===== src/rtl/core/toeq_pkg.sv =====
// Package for the time-ordered event queue.
// Holds sizes, opcodes, status codes and the item and entry structs.
// No dependencies.
package toeq_pkg;

   localparam int DEPTH      = 16;
   localparam int STAMP_BITS = 32;
   localparam int FILL_BITS  = $clog2(DEPTH + 1);

   typedef enum logic {
      OP_INSERT = 1'b0,
      OP_POP    = 1'b1
   } op_type;

   typedef enum logic [1:0] {
      ST_OK    = 2'd0,
      ST_FULL  = 2'd1,
      ST_EMPTY = 2'd2
   } status_type;

   typedef struct packed {
      op_type                op;
      logic                  kind;
      logic [STAMP_BITS-1:0] stamp;
   } req_type;

   typedef struct packed {
      status_type            status;
      logic                  popped_kind;
      logic [STAMP_BITS-1:0] popped_stamp;
      logic                  head_valid;
      logic                  head_kind;
      logic [STAMP_BITS-1:0] head_stamp;
      logic [FILL_BITS-1:0]  fill;
   } rsp_type;

   typedef struct packed {
      logic                  valid;
      logic                  kind;
      logic [STAMP_BITS-1:0] stamp;
   } entry_type;

   typedef struct packed {
      logic                  insert;
      logic                  pop;
      logic                  kind;
      logic [STAMP_BITS-1:0] stamp;
   } cell_ctl_type;

endpackage


===== src/rtl/core/time_ordered_event_queue.sv =====
// Top level of the time-ordered event queue: a chain of sorted cells.
// Depends on toeq_pkg and toeq_cell.
//
//   channel   handshake            payload
//   request   start / busy         req_item  (toeq_pkg::req_type)
//   response  rsp_strobe           rsp_item  (toeq_pkg::rsp_type)
//
// Each item is written into the cell chain when it is accepted; its response appears on the
// next cycle, and a new item can be taken every cycle while busy is low.
// Every cell compares its stamp against the new one in parallel, so the
// insert point costs one compare per cell and no search.
// Busy is high during reset and for the cycle after it, and low otherwise.
// The response is shown for one cycle only; the receiver cannot stall it.
module time_ordered_event_queue (
   input  logic                clock,
   input  logic                reset,
   input  logic                start,
   output logic                busy,
   input  toeq_pkg::req_type   req_item,
   output logic                rsp_strobe,
   output toeq_pkg::rsp_type   rsp_item
);

   localparam int D = toeq_pkg::DEPTH;

   logic                              busy_ff;
   logic                              rsp_strobe_ff;
   toeq_pkg::rsp_type                 rsp_ff;
   toeq_pkg::rsp_type                 rsp_in;
   logic [toeq_pkg::FILL_BITS-1:0]    fill_ff;
   logic [toeq_pkg::FILL_BITS-1:0]    fill_in;
   logic                              accept;
   logic                              full;
   logic                              empty;
   toeq_pkg::cell_ctl_type            ctl;
   toeq_pkg::entry_type               entries   [D];
   toeq_pkg::entry_type               nexts     [D];
   logic                              gts       [D];
   toeq_pkg::entry_type               idle_entry;

   assign accept = start && !busy_ff;
   assign full   = (fill_ff == toeq_pkg::FILL_BITS'(D));
   assign empty  = (fill_ff == '0);

   assign idle_entry = '{valid: 1'b0, kind: 1'b0, stamp: '0};

   always_comb begin
      ctl.insert = accept && (req_item.op == toeq_pkg::OP_INSERT) && !full;
      ctl.pop    = accept && (req_item.op == toeq_pkg::OP_POP) && !empty;
      ctl.kind   = req_item.kind;
      ctl.stamp  = req_item.stamp;
   end

   for (genvar i = 0; i < D; i++) begin : g_cell
      toeq_pkg::entry_type left_entry;
      toeq_pkg::entry_type right_entry;
      logic                left_gt;

      if (i == 0) begin : g_first
         assign left_entry = idle_entry;
         assign left_gt    = 1'b0;
      end else begin : g_mid
         assign left_entry = entries[i-1];
         assign left_gt    = gts[i-1];
      end

      if (i == D - 1) begin : g_last
         assign right_entry = idle_entry;
      end else begin : g_inner
         assign right_entry = entries[i+1];
      end

      toeq_cell u_cell (
         .clock       (clock),
         .reset       (reset),
         .ctl         (ctl),
         .left_entry  (left_entry),
         .left_gt     (left_gt),
         .right_entry (right_entry),
         .gt          (gts[i]),
         .entry       (entries[i]),
         .next_entry  (nexts[i])
      );
   end

   always_comb begin
      fill_in = fill_ff;
      if (ctl.insert) begin
         fill_in = fill_ff + 1'b1;
      end else if (ctl.pop) begin
         fill_in = fill_ff - 1'b1;
      end

      rsp_in              = '0;
      rsp_in.status       = toeq_pkg::ST_OK;
      if (req_item.op == toeq_pkg::OP_INSERT) begin
         if (full) begin
            rsp_in.status = toeq_pkg::ST_FULL;
         end
      end else if (empty) begin
         rsp_in.status = toeq_pkg::ST_EMPTY;
      end
      if (ctl.pop) begin
         rsp_in.popped_kind  = entries[0].kind;
         rsp_in.popped_stamp = entries[0].stamp;
      end
      if (nexts[0].valid) begin
         rsp_in.head_valid = 1'b1;
         rsp_in.head_kind  = nexts[0].kind;
         rsp_in.head_stamp = nexts[0].stamp;
      end
      rsp_in.fill = fill_in;
   end

   always_ff @(posedge clock) begin
      if (reset) begin
         busy_ff       <= 1'b1;
         rsp_strobe_ff <= 1'b0;
         fill_ff       <= '0;
      end else begin
         busy_ff       <= 1'b0;
         rsp_strobe_ff <= accept;
         fill_ff       <= fill_in;
      end
      if (accept) begin
         rsp_ff <= rsp_in;
      end
   end

   assign busy       = busy_ff;
   assign rsp_strobe = rsp_strobe_ff;
   assign rsp_item   = rsp_ff;

endmodule


===== src/rtl/core/toeq_cell.sv =====
// One storage cell of the sorted event chain.
// Depends on toeq_pkg for the entry and control structs.
module toeq_cell (
   input  logic                  clock,
   input  logic                  reset,
   input  toeq_pkg::cell_ctl_type ctl,
   input  toeq_pkg::entry_type   left_entry,
   input  logic                  left_gt,
   input  toeq_pkg::entry_type   right_entry,
   output logic                  gt,
   output toeq_pkg::entry_type   entry,
   output toeq_pkg::entry_type   next_entry
);

   logic                             valid_ff;
   logic                             kind_ff;
   logic [toeq_pkg::STAMP_BITS-1:0]  stamp_ff;
   toeq_pkg::entry_type              entry_in;
   toeq_pkg::entry_type              new_entry;

   assign entry = '{valid: valid_ff, kind: kind_ff, stamp: stamp_ff};

   // An empty cell counts as later than any time stamp.
   assign gt = !valid_ff || (stamp_ff > ctl.stamp);

   always_comb begin
      new_entry = '{valid: 1'b1, kind: ctl.kind, stamp: ctl.stamp};
      entry_in  = entry;
      if (ctl.insert && gt) begin
         entry_in = left_gt ? left_entry : new_entry;
      end else if (ctl.pop) begin
         entry_in = right_entry;
      end
   end

   assign next_entry = entry_in;

   always_ff @(posedge clock) begin
      if (reset) begin
         valid_ff <= 1'b0;
      end else begin
         valid_ff <= entry_in.valid;
      end
      kind_ff  <= entry_in.kind;
      stamp_ff <= entry_in.stamp;
   end

endmodule


===== config.mk =====
export PLATFORM = sky130hd
export DESIGN_NAME = time_ordered_event_queue
export DESIGN_NICKNAME = d
export VERILOG_FILES = /design/src/rtl/core/toeq_pkg.sv /design/src/rtl/core/time_ordered_event_queue.sv /design/src/rtl/core/toeq_cell.sv
export SDC_FILE = /design/constraint.sdc
export NUM_CORES = 2
export LEC_CHECK = 0
export BUFFER_PORTS_ARGS = -buffer_cell sky130_fd_sc_hd__buf_2
export CORE_MARGIN = 4
export CORE_UTILIZATION = 46
export CTS_CLUSTER_DIAMETER = 40
export DETAILED_ROUTE_END_ITERATION = 10
export HOLD_SLACK_MARGIN = 0.06
export SLEW_MARGIN = 20
export SYNTH_ARGS = -nofsm -noshare
export SYNTH_HDL_FRONTEND = slang
export SYNTH_SLANG_ARGS = --single-unit

===== constraint.sdc =====
create_clock -name clock -period 13.58 [get_ports clock]
set_clock_uncertainty 0.15 [all_clocks]
set_input_delay 1.358 -clock clock [delete_from_list [all_inputs] [get_ports clock]]
set_output_delay 1.358 -clock clock [all_outputs]
set_load 0.01 [all_outputs]

==> summary.md <==
| Metric | Value |
|---|---|
| Status | `finished clean` |
| Vias in the first global route | `31647` |
| Main combinational cell family by area after synthesis | `compound AO/OA/AOI/OAI gates` |
| Worst path most repeated cell | `sky130_fd_sc_hd__nand4_1` |
| Cell at the root of the clock tree | `sky130_fd_sc_hd__clkbuf_16` |
| Leakage component of the power | `21.7 nW` |
| Iteration count of the initial detailed-routing pass | `5` |
| Most common cell after layout, fill and taps aside | `sky130_fd_sc_hd__edfxtp_1` |
| Series of cell instances along the critical path | `buf_2 -> inv_1 -> ha_1 -> nand4_1 -> nor4_1 -> nand4_1 -> nand2_1 -> a2bb2oi_4 -> buf_4 -> nand3_2 -> o221a_2` |
| Multiplexer share of the synthesized area | `12.7%` |
| Number of flops mapped to enable cells by yosys | `569` |
| First-pass GRT wire length | `192000 um` |
| GP Congestion | `0.876` |
| Fraction of synthesis flops using an asynchronous set or reset pin | `0%` |
| WP data required | `13.85 ns` |
| Min Clock Period, post-route | `6.00 ns` |
| Post-synth top flop | `sky130_fd_sc_hd__edfxtp_1` |
| Clock slew seen by the registers of the worst setup and hold paths | `0.05 ns` |
| Endpoint type of the worst setup path | `register` |
| Largest net degree at the start of global routing | `78` |
| Synthesized net count | `4529` |
| Part of the cycle the worst path needs | `44.2%` |
| Sum Neg Setup Slack | `0 ns` |
| Sink count of the clock tree | `625` |
| Starting Density | `46.3%` |
| Clock tree from TritonCTS | `built` |
| Overall routed net length | `126000 um` |
| Worst-case clock buffer depth | `3` |
| Floorplan die height | `312 um` |
| Adder-cell area share of the yosys netlist | `15.2%` |
| Maximum VDD drop | `0.000102 V` |
| Cell area power density | `136 nW/um2` |
| Buffer count from post-CTS setup fixing | `0` |
| Count of state elements after synthesis | `625` |
| Dpl hpwl | `91000 um` |
| Number of H-tree levels | `3` |
| Per-instance average area after synthesis | `10.7 um2` |
| Number of design rule violations left after detail routing | `0` |
| Core area | `91500 um2` |
| Kind of start point of the critical path | `primary input` |
| Detail Route Antenna Nets | `0` |
| Critical setup path kind | `primary input to register` |
| Number of top-level pins | `113` |
| Growth of design area from synthesis to finish | `13.2%` |
| Topmost layer with routed signal wires | `met4` |
| Via count normalized by instance count | `6.05` |
| Std cell rows | `111` |
| Peak Freq | `167 MHz` |
| Sequential fraction of the synthesis area | `42.9%` |
| Critical path fanouts, max | `33` |
| Complex-gate fraction of the synthesized area | `15.3%` |
| Clock latency reported for the late side of the worst-skew pair | `0.68 ns` |
| Post-Synth Simple-Gate Area | `10.3%` |
| Share of the synthesized netlist area taken by xor and xnor gates | `0.0620%` |
| Longest individual stage delay on the worst path | `0.89 ns` |
| Worst Path Arrival | `6.27 ns` |
| Unique masters post-synth | `73` |
| Area enclosed by the die boundary | `97100 um2` |
| Worst Tran Pin Value | `1.14 ns` |
| Number of port buffers | `112` |
| Number of clock buffers inserted by TritonCTS | `114` |
| Length of routed met2 wiring | `57300 um` |
| Total via count after detailed routing | `32140` |
| Highest-delay cell along the critical path | `sky130_fd_sc_hd__nand3_2` |
| DP Cell Count | `5098` |
| Die boundary width | `312 um` |
| Final setup violation count | `0` |
| Violation count after the first detailed-route iteration | `2750` |
| Final design utilization | `52.5%` |
| Class of the most critical hold timing path | `register to register` |
| Wl on met1 | `54700 um` |
| Post-CTS sizing | `0` |
| Final Hold Viols | `0` |
| Relative slew slack | `23.9%` |
| Leading cell types in the layout, fill and taps excluded | `sky130_fd_sc_hd__edfxtp_1, sky130_fd_sc_hd__ha_1, sky130_fd_sc_hd__o21ai_0` |
| Antenna violations before repair | `3` |
| Overall power consumption | `6.51 mW` |
| Cell count after synthesis | `3978` |
| Fraction of final layout cells sized beyond drive strength 1 | `12.9%` |
| Total congestion overflow | `0` |
| RSZ-0062 raised after global routing | `false` |
| Number of max-slew violations in the final report | `0` |
| Combined global-route utilization of all metal layers | `25.3%` |
| Maximum capacitance violations | `0` |
| Synth Cell Area | `42400 um2` |
| Synth warnings | `0` |
| Hold_buf cts | `0` |
| Final std cells w/o fill | `5315` |
| Hold Worst Slack | `0.375 ns` |
| Fin nets | `4579` |
| Avg WL per Cell | `23.6 um` |
| Length of routed met3 wiring | `8740 um` |
## kinds of logic after synthesis
family,Yosys count
AOI/OAI and AO/OA,1078
and+or+nand+nor,900
buffers and inverters,327
muxes,531
DFF,625
adders and majority gates,514
xor gates and xnor gates,3
## critical path, delay by kind of cell
family,cells,cell delay (ns)
AO/OA/AOI/OAI,2,1.14
adder cells (fa/ha/maj),1,0.45
buffers and inverters,3,1.17
AND/OR/NAND/NOR,5,2.10
## per-layer routing
metal / vias to the layer above / GRT usage, %
met1: 15390 / 34.0
met4: 0 / 9.91
met5: - / 0
met2: 1186 / 40.9
li1: 15303 / -
met3: 261 / 4.12
## cells in the mapped netlist, drive strengths merged (4+ instances only)
| cell type | n | share of area (%) |
|---|---|---|
| a2111o | 7 | 0.19 |
| a2111oi | 4 | 0.083 |
| a211o | 4 | 0.083 |
| a211oi | 5 | 0.089 |
| a21o | 107 | 1.9 |
| a21oi | 268 | 3.2 |
| a22oi | 12 | 0.22 |
| a311oi | 5 | 0.12 |
| a32oi | 7 | 0.14 |
| and2 | 45 | 0.66 |
| and4 | 28 | 0.58 |
| buf | 112 | 1.6 |
| clkbuf | 145 | 1.3 |
| dfxtp | 56 | 2.6 |
| edfxtp | 569 | 40 |
| ha | 514 | 15 |
| inv | 70 | 0.62 |
| mux2 | 64 | 1.7 |
| mux2i | 467 | 11 |
| nand2 | 446 | 3.9 |
| nand2b | 8 | 0.12 |
| nand3 | 37 | 0.44 |
| nand4 | 98 | 1.4 |
| nor2 | 69 | 0.61 |
| nor2b | 32 | 0.47 |
| nor3 | 56 | 0.66 |
| nor4 | 13 | 0.29 |
| o2111a | 9 | 0.24 |
| o211a | 15 | 0.35 |
| o211ai | 20 | 0.35 |
| o21a | 8 | 0.14 |
| o21ai | 533 | 6.3 |
| o221a | 33 | 0.88 |
| o22ai | 4 | 0.14 |
| o2bb2ai | 6 | 0.21 |
| o32a | 7 | 0.18 |
| or2 | 39 | 0.58 |
| or3 | 13 | 0.19 |
| or4 | 7 | 0.13 |
## report_power, final
group	internal [mW]	switching, mW	total, mW
Sequential	2.35	0.186	2.54
Combinational	0.412	0.644	1.06
Clock	1.85	1.07	2.92
## stage by stage
| stage | area [um2] | worst slack, ns |
|---|---|---|
| finish | 48000 | 7.58 |
| global route | 48000 | 7.40 |
| CTS | 48000 | 7.66 |
| detailed placement | 44100 | 6.95 |
| global placement | 44100 | 7.01 |
| floorplan | 42400 | 6.77 |
## sequential cells by signal (all words and copies together) (netlist names)
name                    count
fill_ff                     5
g_cell.u_cell.stamp_ff    512
rsp_strobe                  1
busy                        1
g_cell.u_cell.kind_ff      16
g_cell.u_cell.valid_ff     16
rsp_item                   74
## final timing paths
| path | startpoint | endpoint | slack (ns) | cells after the start |
|---|---|---|---|---|
| worst max-delay path | req_item[26] | g_cell[12].u_cell.stamp_ff[8]$_DFFE_PP_ | 7.58 | 11 |
| worst max register to register | g_cell[11].u_cell.stamp_ff[23]$_DFFE_PP_ | g_cell[12].u_cell.stamp_ff[8]$_DFFE_PP_ | 8.57 | 9 |
| worst min-delay path | g_cell[12].u_cell.valid_ff$_SDFFE_PP0P_ | g_cell[11].u_cell.valid_ff$_SDFFE_PP0P_ | 0.38 | 2 |
| worst min register to register | g_cell[12].u_cell.valid_ff$_SDFFE_PP0P_ | g_cell[11].u_cell.valid_ff$_SDFFE_PP0P_ | 0.38 | 2 |
## cell type report
type | count | area, um2
inverters | 70 | 264
repair buffers | 191 | 1150
flip-flops and latches | 625 | 18200
multi-input cells | 3026 | 23000
clock inverters | 84 | 952
diodes | 3 | 7.51
clock buffers | 130 | 2960
well taps | 1186 | 1480
fillers | 8074 | 43500
Power figures use the tool's default switching activity.
